`src/rtl/template_store_running_average_learner_core_defines.svh`:
```
// Assertion macros, clocked on clk and disabled in reset.
`ifndef TEMPLATE_STORE_RUNNING_AVERAGE_LEARNER_CORE_DEFINES_SVH
`define TEMPLATE_STORE_RUNNING_AVERAGE_LEARNER_CORE_DEFINES_SVH

// Same-cycle implication.
`define TSRAL_ASSERT_IMP(label, cond, expr, msg) \
  label: assert property (@(posedge clk) disable iff (rst) (cond) |-> (expr)) \
    else $error(msg);

// Next-cycle implication.
`define TSRAL_ASSERT_NXT(label, cond, expr, msg) \
  label: assert property (@(posedge clk) disable iff (rst) (cond) |=> (expr)) \
    else $error(msg);

`endif

```
`src/rtl/tsral_pkg.sv`:
```
package tsral_pkg;

  localparam int CMD_W    = 2;
  localparam int BANK_FW  = 3;
  localparam int CLASS_FW = 4;
  localparam int PIX_FW   = 8;
  localparam int WEIGHT_W = 16;
  localparam int COUNT_W  = 5;

  localparam int BANKS_DEF   = 8;
  localparam int CLASSES_DEF = 10;
  localparam int PIXELS_DEF  = 256;

  localparam int ROM_PIX_W = 12;

  localparam logic [WEIGHT_W-1:0] WEIGHT_MAX     = 16'hFFFF;
  localparam logic [WEIGHT_W-1:0] WEIGHT_CAP_RST = 16'd16;

  localparam logic [CMD_W-1:0] CMD_LEARN = 2'd0;
  localparam logic [CMD_W-1:0] CMD_RESET = 2'd1;

  localparam int DIVIDEND_W = PIX_FW + WEIGHT_W;
  localparam int DIVISOR_W  = WEIGHT_W + 1;
  localparam int QUOT_W     = PIX_FW;

  typedef struct packed {
    logic                  start;
    logic [DIVIDEND_W-1:0] dividend;
    logic [DIVISOR_W-1:0]  divisor;
  } div_req_t;

  typedef struct packed {
    logic              busy;
    logic              done;
    logic [QUOT_W-1:0] quotient;
  } div_rsp_t;

  // Default template pixel of a class.
  function automatic logic [PIX_FW-1:0] rom_pixel(input logic [CLASS_FW-1:0] cls,
                                                 input logic [ROM_PIX_W-1:0] pix);
    logic [PIX_FW-1:0] c8;
    logic [PIX_FW-1:0] p8;
    logic [PIX_FW-1:0] h8;
    c8 = PIX_FW'(cls);
    p8 = pix[PIX_FW-1:0];
    h8 = pix[ROM_PIX_W-1:4];
    return PIX_FW'(c8 * 8'd29 + p8 * 8'd7 + h8 * 8'd13);
  endfunction

endpackage

```
`src/rtl/tsral_div.sv`:
```
module tsral_div (
  input  logic                clk,
  input  logic                rst,
  input  tsral_pkg::div_req_t req,
  output tsral_pkg::div_rsp_t rsp
);
  import tsral_pkg::*;

  localparam int STEPS  = QUOT_W;
  localparam int STEP_W = $clog2(STEPS);

  logic                  busy;
  logic                  done;
  logic [STEP_W-1:0]     step;
  logic [DIVIDEND_W-1:0] rem;
  logic [DIVIDEND_W-1:0] ds;
  logic [QUOT_W-1:0]     q;
  logic                  ge;
  logic [DIVIDEND_W-1:0] diff;

  // restoring division, one quotient bit per cycle, msb first
  assign ge   = rem >= ds;
  assign diff = rem - ds;

  always_ff @(posedge clk) begin
    if (rst) begin
      busy <= 1'b0;
      done <= 1'b0;
      step <= '0;
    end else begin
      done <= 1'b0;
      if (req.start) begin
        busy <= 1'b1;
        step <= '0;
      end else if (busy) begin
        step <= step + 1'b1;
        if (step == STEP_W'(STEPS - 1)) begin
          busy <= 1'b0;
          done <= 1'b1;
        end
      end
    end
  end

  always_ff @(posedge clk) begin
    if (req.start) begin
      rem <= req.dividend;
      ds  <= DIVIDEND_W'(req.divisor) << (QUOT_W - 1);
      q   <= '0;
    end else if (busy) begin
      if (ge) begin
        rem <= diff;
      end
      ds <= ds >> 1;
      q  <= {q[QUOT_W-2:0], ge};
    end
  end

  assign rsp = '{busy: busy, done: done, quotient: q};

endmodule

```
`config.mk`:
```
export PLATFORM = sky130hd
export DESIGN_NAME = tsral_div
export DESIGN_NICKNAME = d
export VERILOG_FILES = /design/src/rtl/template_store_running_average_learner_core_defines.svh /design/src/rtl/tsral_pkg.sv /design/src/rtl/tsral_div.sv
export SDC_FILE = /design/constraint.sdc
export NUM_CORES = 1
export LEC_CHECK = 0
export ABC_AREA = 1
export BUFFER_PORTS_ARGS = -buffer_cell sky130_fd_sc_hd__buf_2
export CAP_MARGIN = 20
export CORE_MARGIN = 3
export CORE_UTILIZATION = 59
export DETAILED_ROUTE_END_ITERATION = 8
export PLACE_DENSITY = 0.79
export SYNTH_ARGS = -nofsm -noshare
export SYNTH_HDL_FRONTEND = slang
export SYNTH_SLANG_ARGS = --single-unit
```
`constraint.sdc`:
```
create_clock -name clk -period 2.9 [get_ports clk]
set_input_delay 0.29 -clock clk [delete_from_list [all_inputs] [get_ports clk]]
set_output_delay 0.29 -clock clk [all_outputs]
set_load 0.005 [all_outputs]
```
==> metrics.txt <==
# TYPE chip_impl_metric gauge
chip_impl_info{name="status",value="finished clean"} 1
chip_impl_metric{name="yosys.cell_types.count",unit=""} 31
chip_impl_info{name="root_buffer",value="clkbuf_8"} 1
chip_impl_metric{name="tritoncts.num_buffers",unit=""} 9
chip_impl_metric{name="via_count",unit=""} 3921
chip_impl_metric{name="ff2ff_setup_slack",unit="ns"} 0.56
chip_impl_info{name="grt_setup_unrepaired",value="false"} 1
chip_impl_metric{name="leakagePower",unit="nW"} 2.53
chip_impl_info{name="setup.worst_path.class",value="reg -> reg"} 1
chip_impl_info{name="critPathLaunch",value="rem[0]$_DFFE_PP_"} 1
chip_impl_metric{name="placement.io_buffers",unit=""} 53
chip_impl_metric{name="worst_r2r_path_depth",unit=""} 14
chip_impl_metric{name="setup_slack",unit="ns"} 0.560
chip_impl_metric{name="fp.dieArea",unit="µm²"} 8250
chip_impl_metric{name="design.core.area",unit="µm²"} 6870
chip_impl_metric{name="cts_htree_levels",unit=""} 3
chip_impl_metric{name="grt_first_pass_wirelength",unit="µm"} 17200
chip_impl_metric{name="clock_insertion_delay_at_the_later_pin_of_the_skew_report",unit="ns"} 0.35
chip_impl_info{name="worst_hold_startpoint",value="rst"} 1
chip_impl_info{name="timing.critical_path.from_type",value="flip-flop"} 1
chip_impl_metric{name="hold_path_depth",unit=""} 2
chip_impl_metric{name="cell_internal_pwr",unit="W"} 0.00208
chip_impl_info{name="worstHoldPathType",value="in -> reg"} 1
chip_impl_metric{name="transition_at_the_pin_with_the_smallest_max_transition_slack",unit="ns"} 0.798
chip_impl_info{name="mostFrequentLayoutCells",value="nand2_1 (233), inv_1 (114), buf_2 (53), edfxtp_1 (41), nand3_1 (36)"} 1
chip_impl_metric{name="final_util",unit="%"} 70.9
chip_impl_metric{name="crit_required",unit="ns"} 2.99
chip_impl_metric{name="placed_cells",unit=""} 756
chip_impl_metric{name="synth_nets",unit=""} 686
chip_impl_info{name="ys.flop_type",value="edfxtp_1"} 1
chip_impl_metric{name="die_height",unit="µm"} 90.8
chip_impl_metric{name="yosysTopAreaCellShare",unit="%"} 29.0
chip_impl_metric{name="grt.overflow.total",unit=""} 0
chip_impl_metric{name="antenna_found_initial",unit=""} 0
chip_impl_metric{name="synth-seq-cells",unit=""} 61
chip_impl_metric{name="max_slew_margin",unit="%"} 46.8
chip_impl_metric{name="yosys_warnings",unit=""} 0
chip_impl_metric{name="fmax",unit="GHz"} 0.427
chip_impl_metric{name="comb_power_share",unit="%"} 37.6
chip_impl_metric{name="maxSlewViolCount",unit=""} 0
chip_impl_metric{name="wl_per_cell",unit="µm"} 13.2
chip_impl_metric{name="grt_start_max_net_pins",unit=""} 44
chip_impl_metric{name="post-cts-setup-buffers",unit=""} 0
chip_impl_metric{name="syn-mean-instance-area",unit="µm²"} 6.90
chip_impl_metric{name="critPathArrivalTime",unit="ns"} 2.43
chip_impl_metric{name="antennaDiodeCount",unit=""} 0
chip_impl_metric{name="powerDensity",unit="nW/µm²"} 681
chip_impl_metric{name="netSwitchingFraction",unit="%"} 37.1
chip_impl_metric{name="filler_instances",unit=""} 629
chip_impl_metric{name="area_overhead_vs_synth",unit="%"} 14.6
chip_impl_info{name="hold_end",value="done$_SDFF_PP0_"} 1
chip_impl_info{name="worstReg2RegStart",value="rem[0]$_DFFE_PP_"} 1
chip_impl_metric{name="total_power",unit="W"} 0.00331
chip_impl_metric{name="cts-root-to-sink-buffers",unit=""} 2
chip_impl_metric{name="cts_hold_buf",unit=""} 0
chip_impl_metric{name="drcViolationCount",unit=""} 0
chip_impl_metric{name="synthesis.instances",unit=""} 615
chip_impl_metric{name="chipWidth",unit="µm"} 90.8
chip_impl_metric{name="pin_count",unit=""} 54
chip_impl_metric{name="clock_skew",unit="ns"} 0.0136
chip_impl_metric{name="cap_viol_max_count",unit=""} 0
chip_impl_metric{name="crit_path_max_fanout",unit=""} 13
chip_impl_metric{name="starting_density_of_the_core",unit="%"} 61.8
chip_impl_metric{name="share_of_the_yosys_chip_area_belonging_to_registers",unit="%"} 38.4
chip_impl_metric{name="gp_routability_congestion",unit=""} 0.953
chip_impl_metric{name="finalSetupViolations",unit=""} 0
chip_impl_metric{name="tritoncts_num_sinks",unit=""} 61
chip_impl_metric{name="totalWireLength",unit="µm"} 10200
chip_impl_metric{name="fin_setup_tns",unit="ns"} 0
chip_impl_metric{name="async_reset_ff_share",unit="%"} 0
chip_impl_info{name="synth.top_cells.by_area",value="edfxtp_1 (29%), nand2_1 (21%), inv_1 (10%)"} 1
chip_impl_metric{name="gr-usage-all-layers",unit="%"} 25.8
chip_impl_metric{name="vias_per_cell",unit=""} 5.08
chip_impl_metric{name="ant_nets",unit=""} 0
chip_impl_metric{name="mappedNetlistArea",unit="µm²"} 4250
chip_impl_metric{name="detail_route.first_pass.iterations",unit=""} 5
chip_impl_metric{name="dp.final_hpwl",unit="µm"} 7810
chip_impl_metric{name="synth-edff-count",unit=""} 41
chip_impl_metric{name="power.clock.fraction",unit="%"} 29.4
chip_impl_metric{name="fp-row-count",unit=""} 30
chip_impl_metric{name="post_route_insts_no_fill",unit=""} 772
chip_impl_metric{name="cts.clk_slew.worst_paths",unit="ns"} 0.08
chip_impl_metric{name="count_of_cells_resized_by_post_cts_repair",unit=""} 0
chip_impl_metric{name="post_route_cells_drive_above_1_share",unit="%"} 14.1
chip_impl_metric{name="nets",unit=""} 742
chip_impl_info{name="worst_setup_path_end_kind",value="flip-flop"} 1
chip_impl_metric{name="reg_power_share",unit="%"} 33.0
chip_impl_metric{name="initialDrtViolationCount",unit=""} 180
chip_impl_metric{name="post-place-ws",unit="ns"} 0.578
chip_impl_metric{name="grt_pass1_vias",unit=""} 3775
chip_impl_info{name="layout_commonest_cell",value="nand2_1"} 1
chip_impl_metric{name="power_switching",unit="W"} 0.00123
chip_impl_info{name="critical_path.reg2reg.endpoint",value="rem[9]$_DFFE_PP_"} 1
chip_impl_info{name="tritoncts_clock_tree",value="done"} 1
chip_impl_metric{name="post-route-period-util",unit="%"} 80.7
chip_impl_metric{name="power.ir.vdd_worst",unit="µV"} 380
chip_impl_metric{name="time_the_worst_path_needs_with_i_o_delays_and_setup",unit="ns"} 2.34
chip_impl_metric{name="finalHoldViolCount",unit=""} 0
chip_impl_info{name="synth.largest_area_cell",value="edfxtp_1"} 1
## routing by layer
metal | GRT usage, % | part of all wire, %
met5 | 0 | 0
met4 | 7.54 | 1.3
met3 | 5.17 | 5.1
met2 | 43.2 | 46
met1 | 33.7 | 47
## cells by family (layout without fill, tap and decap cells)
| group | count (synthesis) | after routing | share of synthesized area (%) |
|---|---|---|---|
| xor gates and xnor gates | 1 | 1 | 0.206 |
| AOI/OAI and AO/OA | 57 | 57 | 7.16 |
| adders and majority gates | 27 | 27 | 8.13 |
| DFF | 61 | 61 | 38.4 |
| buffers and inverters | 129 | 190 | 11.7 |
| and+or+nand+nor | 340 | 340 | 34.4 |
## worst max-delay path by stage
| stage | end | slack, ns | depth (start not counted) |
|---|---|---|---|
| 6_report | rem[9]$_DFFE_PP_ | 0.56 | 14 |
| 5_1_grt | rem[9]$_DFFE_PP_ | 0.38 | 14 |
| 2_1_floorplan | rem[0]$_DFFE_PP_ | 0.48 | 13 |
| 3_3_place_gp | rem[12]$_DFFE_PP_ | 0.67 | 14 |
| 4_1_cts | rem[9]$_DFFE_PP_ | 0.56 | 14 |
| 3_5_place_dp | rem[8]$_DFFE_PP_ | 0.58 | 14 |
## final cells by class
class,instances,area [µm²],share of cell area (%)
Inverter,116,435,8.94
Clock inverter,5,86.3,1.77
Sequential cell,61,1630,33.5
Multi-Input combinational cell,425,2120,43.5
Clock buffer,11,174,3.57
Tap cell,96,120,2.47
Timing Repair Buffer,58,303,6.22
## state kept, by name, summed over array words and instances, names as in the netlist
name,count
busy,1
done,1
ds,24
q,8
rem,24
step,3
## cell usage after synthesis, drive strengths merged (2+ instances only)
cell type	count
a21oi	18
and2	2
buf	5
clkbuf	8
dfxtp	20
edfxtp	41
ha	26
inv	116
nand2	241
nand3	36
nand3b	6
nand4	7
nor2	37
nor3	2
o21ai	26
o22ai	11
or2	8
## stage by stage
| step | area, µm² | hold WS, ns |
|---|---|---|
| after global routing | 4870 | 0.128 |
| final | 4870 | 0.121 |
| after global placement | 4610 | 0.444 |
| after detailed placement | 4610 | 0.451 |
| after floorplan | 4250 | 0.366 |
| after CTS | 4870 | 0.114 |
## power groups by stage
stage,logic [W],clock network (W),registers (W)
6_report,0.00125,0.000975,0.00109
3_3_place_gp,0.00121,0,0.00111
4_1_cts,0.00124,0.000979,0.00109
3_5_place_dp,0.00123,0,0.00111
5_1_grt,0.00142,0.00103,0.00110
2_1_floorplan,0.000939,0,0.00110
## worst max-delay path, cell delays in order (launching register included)
cell and delay [ns]:
edfxtp_1 0.36, inv_1 0.07, ha_1 0.14, inv_1 0.08, fa_1 0.42, nand2_1 0.10
nand2_1 0.08, and2_4 0.16, nand2_4 0.06, nand2_4 0.06, nand2_1 0.06, nand4_1 0.11
nand2_1 0.08, nand2_1 0.06, buf_4 0.24
No activity file was read; power rests on OpenSTA's default activity.
